<file path="src/rtl/core/rmst_pkg.sv">
// Shared types and constants for the range minimum segment tree.
`timescale 1ns / 1ps

package rmst_pkg;

  // fixed widths of the channel payloads
  localparam int CMD_W = 2;
  localparam int POS_W = 10;
  localparam int OPV_W = 32;
  localparam int MIN_W = 32;
  localparam int CNT_W = 11;

  typedef enum logic [CMD_W-1:0] {
    CMD_SET   = 2'd0,
    CMD_ADD   = 2'd1,
    CMD_QUERY = 2'd2,
    CMD_NOP   = 2'd3
  } cmd_t;

  typedef enum logic [2:0] {
    ST_CLEAR,
    ST_IDLE,
    ST_WALK,
    ST_LEAF,
    ST_CLIMB,
    ST_REPLY
  } state_t;

  // which child a walker keeps descending into once its range has split
  typedef enum logic {
    SIDE_LEFT,
    SIDE_RIGHT
  } side_t;

  typedef struct packed {
    logic  load;
    logic  abort;
    logic  split;
    side_t side;
  } walk_ctrl_t;

  typedef struct packed {
    logic busy;
    logic done;
    logic rd_en;
    logic hand_off;
  } walk_stat_t;

endpackage

</file>
<file path="src/rtl/core/rmst_walker.sv">
// Tree walker: descends one level a cycle towards a point or an index span.
`timescale 1ns / 1ps

module rmst_walker import rmst_pkg::*; #(
  parameter int IDX_W  = 10,
  parameter int NODE_W = 12
) (
  input  logic              clk,
  input  logic              rst_n,
  input  walk_ctrl_t        ctrl,
  input  logic [NODE_W-1:0] load_node,
  input  logic [IDX_W-1:0]  load_s,
  input  logic [IDX_W-1:0]  load_e,
  input  logic [IDX_W-1:0]  load_lo,
  input  logic [IDX_W-1:0]  load_hi,
  output walk_stat_t        stat,
  output logic [NODE_W-1:0] rd_node,
  output logic [NODE_W-1:0] hand_node,
  output logic [IDX_W-1:0]  hand_s,
  output logic [IDX_W-1:0]  hand_e,
  output logic [IDX_W-1:0]  hand_hi
);

  logic              active_r, active_nxt;
  logic              split_r, split_nxt;
  side_t             side_r, side_nxt;
  logic [NODE_W-1:0] node_r, node_nxt;
  logic [IDX_W-1:0]  s_r, s_nxt, e_r, e_nxt, lo_r, lo_nxt, hi_r, hi_nxt;

  logic [IDX_W:0]    sum;
  logic [IDX_W-1:0]  mid, mid_p1;
  logic              full, go_left, go_right, straddle, step_left;
  logic [NODE_W-1:0] left_node, right_node;

  assign sum        = {1'b0, s_r} + {1'b0, e_r};
  assign mid        = sum[IDX_W:1];
  assign mid_p1     = mid + IDX_W'(1);
  assign full       = (lo_r == s_r) && (hi_r == e_r);
  assign go_left    = hi_r <= mid;
  assign go_right   = lo_r > mid;
  assign straddle   = !go_left && !go_right;
  assign left_node  = {node_r[NODE_W-2:0], 1'b0};
  assign right_node = {node_r[NODE_W-2:0], 1'b1};
  // first split keeps the left part; afterwards each walker keeps its own side
  assign step_left  = go_left || (straddle && (!split_r || side_r == SIDE_LEFT));

  // a split walker reads the child that lies wholly inside the span
  assign stat.busy     = active_r;
  assign stat.done     = active_r && full;
  assign stat.rd_en    = active_r && (full || (straddle && split_r));
  assign stat.hand_off = active_r && !full && straddle && !split_r;

  assign rd_node   = full ? node_r : ((side_r == SIDE_LEFT) ? right_node : left_node);
  assign hand_node = right_node;
  assign hand_s    = mid_p1;
  assign hand_e    = e_r;
  assign hand_hi   = hi_r;

  always_comb begin
    active_nxt = active_r;
    split_nxt  = split_r;
    side_nxt   = side_r;
    node_nxt   = node_r;
    s_nxt      = s_r;
    e_nxt      = e_r;
    lo_nxt     = lo_r;
    hi_nxt     = hi_r;
    priority if (ctrl.abort) begin
      active_nxt = 1'b0;
    end else if (ctrl.load) begin
      active_nxt = 1'b1;
      split_nxt  = ctrl.split;
      side_nxt   = ctrl.side;
      node_nxt   = load_node;
      s_nxt      = load_s;
      e_nxt      = load_e;
      lo_nxt     = load_lo;
      hi_nxt     = load_hi;
    end else if (active_r) begin
      if (full) begin
        active_nxt = 1'b0;
      end else if (step_left) begin
        node_nxt  = left_node;
        e_nxt     = mid;
        split_nxt = split_r | straddle;
        if (hi_r > mid) begin
          hi_nxt = mid;
        end
      end else begin
        node_nxt = right_node;
        s_nxt    = mid_p1;
        if (lo_r <= mid) begin
          lo_nxt = mid_p1;
        end
      end
    end
  end

  always_ff @(posedge clk) begin
    if (!rst_n) begin
      active_r <= 1'b0;
      split_r  <= 1'b0;
      side_r   <= SIDE_LEFT;
    end else begin
      active_r <= active_nxt;
      split_r  <= split_nxt;
      side_r   <= side_nxt;
    end
  end

  always_ff @(posedge clk) begin
    node_r <= node_nxt;
    s_r    <= s_nxt;
    e_r    <= e_nxt;
    lo_r   <= lo_nxt;
    hi_r   <= hi_nxt;
  end

endmodule

</file>
<file path="config.mk">
export PLATFORM = sky130hd
export DESIGN_NAME = rmst_walker
export DESIGN_NICKNAME = d
export VERILOG_FILES = /design/src/rtl/core/rmst_pkg.sv /design/src/rtl/core/rmst_walker.sv
export SDC_FILE = /design/constraint.sdc
export NUM_CORES = 1
export LEC_CHECK = 0
export BUFFER_PORTS_ARGS = -buffer_cell sky130_fd_sc_hd__buf_2
export CAP_MARGIN = 20
export CORE_MARGIN = 2
export CORE_UTILIZATION = 57
export DETAILED_ROUTE_END_ITERATION = 12
export HOLD_SLACK_MARGIN = 0.05
export PLACE_DENSITY = 0.87
export SYNTH_ARGS = -nofsm -noshare
export SYNTH_HDL_FRONTEND = slang
export SYNTH_SLANG_ARGS = --single-unit
</file>
<file path="constraint.sdc">
create_clock -name clk -period 12.9 [get_ports clk]
set_input_delay 0.645 -clock clk [delete_from_list [all_inputs] [get_ports clk]]
set_output_delay 0.645 -clock clk [all_outputs]
set_load 0.05 [all_outputs]
</file>
# ---- Yosys cells after proc, flatten, opt, wreduce, memory -nomap -nowiden
# Cells that the tools add are included.
# W data, S select, Z words.
dict set report classes {
  reduce_logical 27
  bitwise_logic 4
  eq_ne 4
  addsub 2
  n_lt_le_gt_ge 4
  muxes 31
}
# cell n
set op_table {}
lappend op_table {{$mux W10} 18}
lappend op_table {{$mux W12} 4}
lappend op_table {{$eq A10 B10 Y1} 2}
lappend op_table {{$gt A10 B10 Y1} 2}
lappend op_table {{$le A10 B10 Y1} 2}
lappend op_table {{$add A10 B10 Y11} 1}
lappend op_table {{$add A10 B1 Y10 const B} 1}
lappend op_table {{$reduce_and A5 Y1} 2}
lappend op_table {{$logic_and A1 B1 Y1} 9}
lappend op_table {{$mux W1} 9}
lappend op_table {{$reduce_and A4 Y1} 2}
lappend op_table {{$reduce_bool A2 Y1} 4}
lappend op_table {{$logic_not A1 Y1} 4}
lappend op_table {{$ne A2 B2 Y1 const B} 2}
lappend op_table {{$logic_or A1 B1 Y1} 3}
lappend op_table {{$not A1 Y1} 3}
lappend op_table {{$reduce_and A3 Y1} 1}
lappend op_table {{$reduce_and A2 Y1} 1}
lappend op_table {{$reduce_or A2 Y1} 1}
lappend op_table {{$or A1 B1 Y1} 1}
dict set report word_totals {
  out_inout_bits 58
  regBits 55
  inputBits 58
  elab_cells 80
}

# ---- Logic depth before layout (Yosys ltp)
dict set report logic_depth {
  word_depth 10
  depth_mapped 14
  mapped_depth_nobuf 14
}

# ---- Worst setup path after synthesis
# Ideal clock, no wire load.
dict set report synth_timing {
  path_kind {reg2out}
  from {register e_r[0], in the netlist hand_e[0]}
  to {output port stat[0] (netlist name)}
  path_stages_with_launch 15
  arrival_time_ps 4814
  t_required_ps 12255
  path_buffers 0
  slack_ps 7441
  cell_sequence {edfxtp_1 and2_1 fa_1 a21o_1 a21oi_1 o21ai_1 o41ai_2 nor2_1 a211oi_1 ha_1 and3_1 o311a_1 o41ai_2 nand2b_1 nor3_1}
}
# element line_no
set synth_rtl {}
lappend synth_rtl {{from (decl)} rmst_walker.sv:28} ;# logic [IDX_W-1:0] s_r, s_nxt, e_r, e_nxt, lo_r, lo_nxt, hi_r, hi_nxt;
lappend synth_rtl {{from (signal assigned)} rmst_walker.sv:114} ;# e_r <= e_nxt;
lappend synth_rtl {{to (decl)} rmst_walker.sv:16} ;# output walk_stat_t stat,

==> results by group <==
Run status
  • Status: complete, no violations

GRT
  • GRT Total Usage: approximately 28%
  • Antenna violations before repair: 0
  • Via count of the first global-routing pass: 3342
  • Global route total overflow: 0
  • First-pass GRT wire length: between 15 and 20 mm
  • Pin count of the biggest net entering global routing: 80

Yosys
  • Register area share after synthesis: between 40% and 50%
  • Distinct cell type count after synthesis: 56
  • Post-synthesis sequential element count: 55
  • Async set or reset register ratio after synthesis: 0%
  • Syn nets: approximately 470
  • Main flop type after synthesis: edfxtp_1
  • Area of the mapped netlist: 3910 sq um
  • Syn avg cell area: 10.2 sq um
  • Cell count after synthesis: 383
  • Syn. warnings: 0
  • Number of synthesized flops with an enable pin: 52

Power and ir drop
  • Pint: about 400 uW
  • Leakage: 2.02 nW
  • Cell Pwr Density: between 150 and 200 nW/um^2
  • Flop pwr share: 32.1%
  • Logic pwr share: 54.9%
  • Switching share of power: 48.2%
  • Max IR drop VDD: around 0.093 mV
  • Clock power share: 13.1%
  • Sw Pwr: 370 uW

Clock network
  • CTS Buf Count: 5
  • Number of gates resized after CTS: 0
  • Root Buffer: clkbuf_8
  • Max clock buf depth: 2
  • Setup bufs post-CTS: 0
  • CTS Sinks: 55
  • CTS tree: built
  • Clk_lat worst skew: around 0.32 ns
  • H-tree Lvls: 2
  • Reg clk slew, reported paths: 0.10 ns
  • Hold_buf cts: 0

Detailed routing
  • Starting DRT DRC Count: 310
  • # DRC: 0
  • Routed wire length: 10.3 mm
  • Post-route ant nets: 0
  • Via/cell ratio: 5.86
  • Vias post-DR: 3319
  • DRT Pass-1 Iters: 5
  • Average wire per standard cell: 18.2 um

Timing
  • Slew Viols, Final: 0
  • RSZ-0062 raised after global routing: false
  • Minimum clock period: 5.51 ns
  • Worst-Margin Slew: approximately 1.1 ns
  • Final hold violations: 0
  • Final period util: a little over two fifths
  • Setup TNS: 0 ns
  • Worst slew margin: 28.6%
  • Clock Skew: 0.0125 ns
  • Setup violators final: 0
  • Fmax: between 150 and 200 MHz

Min path
  • Hold Startpoint: rst_n
  • Hold Path Cell Cnt: 2
  • Min-Delay Endpoint: active_r
  • Hold Path Class: in2reg

Worst setup path
  • Critical path cell sequence: and2_1 > fa_1 > a21o_1 > a21oi_1 > o21ai_1 > o41ai_2 > nor2_1 > a211oi_1 > ha_1 > and3_1 > o311a_1 > o41ai_2 > nand2b_1 > o22ai_1 > buf_2
  • Crit Path Category: reg2out
  • R2r endpoint: hand_hi[2]
  • R2R setup slack: 7.69 ns
  • R2r startpoint: hand_e[0]
  • Top delay family on crit path: compound AO/OA/AOI/OAI gates
  • Critical path's most frequent cell: o41ai_2
  • Signal arrival time at the worst endpoint: 4.87 ns
  • R2R depth: 14
  • Worst path slowest cell: a211oi_1
  • CP startpoint kind: flip-flop
  • Critical path data required time: 12.26 ns
  • Critical path endpoint category: output pin
  • Buffers & Inverters on Critical Path: 1
  • Worst Path Max Fanout: 4
  • Critical path's largest stage delay: 0.60 ns

Finish
  • Fill cell count: 502
  • Antenna cells: 0
  • Share of cells above drive strength 1: approximately 33%
  • Nets: 570
  • Sequential cell area: 1620 sq um
  • Synth-to-layout area growth: 16.7%
  • Fin util: 68.0%
  • Multi-input logic area: 2030 sq um

Floorplan
  • Die Ht: between 80 and 90 um
  • Initial core utilization: between 50% and 60%
  • Core Area: between 6000 and 7000 sq um
  • Die ar.: between 7000 and 8000 sq um
  • I/O pin cnt: 116
  • Site Rows: 30
  • Chip width: 86.8 um

Place
  • Final GP Congestion: 0.978
  • Dpl hpwl: between 8 and 9 mm
  • I/O Buffers: roughly 110

Run
  • Max-Cap Viols: 0
-- layer usage --
metal / global-route usage, % / wire (um)
met3: 7.24 / 954
met5: 0 / 0
met2: 49.0 / 5220
met4: 8.10 / 180
met1: 32.8 / 3940
-- power by group through the flow --
stage / Combinational, mW / Clock [mW] / Sequential, mW
2_1_floorplan: 0.297 / 0 / 0.268
3_3_place_gp: 0.397 / 0 / 0.249
3_5_place_dp: 0.412 / 0 / 0.249
4_1_cts: 0.414 / 0.100 / 0.246
5_1_grt: 0.449 / 0.107 / 0.248
6_report: 0.421 / 0.100 / 0.246
-- how the worst max path moves through the flow --
stage,cells past startpoint,from,end
2_1_floorplan,14,hand_e[0],stat[0]
3_3_place_gp,14,hand_e[0],hand_hi[1]
3_5_place_dp,14,hand_e[0],lo_r[7]
4_1_cts,15,hand_e[0],stat[1]
5_1_grt,15,hand_e[0],stat[0]
6_report,15,hand_e[0],stat[1]
-- placed cells by master (no fill, tap or decap), drive strengths merged, types with 4 or more instances in the layout --
master / n
inv: 33
nand4: 5
o21ai: 25
a21oi: 28
buf: 118
edfxtp: 52
nor2: 21
xnor2: 22
a21o: 10
nand3: 6
a211oi: 4
mux2: 22
ha: 26
nand2: 38
nor3: 7
xor2: 17
clkbuf: 6
-- cell families (layout without fill, tap and decap cells) --
family,count (synthesis),count (layout),synth area share [%]
XOR/XNOR,40,40,10.2
AND/OR/NAND/NOR,99,99,12.7
adder cells (fa/ha/maj),27,27,8.83
buffers and inverters,55,158,6.56
flip-flops,55,55,41.5
other,1,1,0.0959
multiplexers,23,23,6.59
AO/OA/AOI/OAI,83,83,13.6
-- Yosys cell counts (2+ instances only) --
cell type / instances / share of area [%]
o211ai_1: 2 / 0.38
a21o_1: 9 / 1.7
nor4_1: 2 / 0.32
nor3_1: 6 / 0.77
nand3_1: 6 / 0.77
clkbuf_1: 9 / 0.86
xnor2_1: 21 / 4.7
inv_1: 32 / 3.1
nor3b_1: 2 / 0.38
a31oi_1: 3 / 0.48
nand4_1: 4 / 0.64
buf_4: 13 / 2.5
dfxtp_1: 3 / 1.5
o21ai_0: 21 / 2.7
a211oi_1: 4 / 0.77
o21a_1: 2 / 0.38
a21oi_2: 2 / 0.45
o41ai_2: 2 / 0.83
mux2_2: 22 / 6.3
nand2b_1: 3 / 0.48
edfxtp_1: 52 / 40
and2_1: 3 / 0.48
or3_1: 2 / 0.32
nor2b_1: 2 / 0.32
xor2_2: 2 / 0.83
o21ai_1: 4 / 0.51
nor2_1: 20 / 1.9
nand2_1: 38 / 3.6
ha_1: 26 / 8.3
xor2_1: 15 / 3.4
a21oi_1: 26 / 3.3
-- state kept, by name (all words and copies together) (netlist names) --
| register | cells |
|---|---|
| hand_e | 10 |
| split_r | 1 |
| active_r | 1 |
| node_r | 12 |
| lo_r | 10 |
| hand_hi | 10 |
| side_r | 1 |
| s_r | 10 |
-- through the flow --
| stage | setup WS (ns) | power [mW] | hold WS [ns] | cells | cell area [sq um] |
|---|---|---|---|---|---|
| 2_1_floorplan | 7.44 | 0.564 | 0.509 | 383 | 3910 |
| 3_3_place_gp | 8.12 | 0.646 | 0.543 | 556 | 4460 |
| 3_5_place_dp | 7.65 | 0.662 | 0.571 | 557 | 4470 |
| 5_1_grt | 7.10 | 0.804 | 0.561 | 566 | 4570 |
| 6_report | 7.39 | 0.768 | 0.549 | 566 | 4570 |
| 4_1_cts | 7.41 | 0.760 | 0.548 | 565 | 4560 |
-- layout make-up --
cell class	count	area share, %
sequential	55	35.5
clock inverter	2	0.384
timing repair buffer	118	13.2
inverter	32	2.63
clock buffer	6	1.59
tap	80	2.19
multi-input combinational	273	44.5
Note: power is estimated with default switching activity, not from simulation.
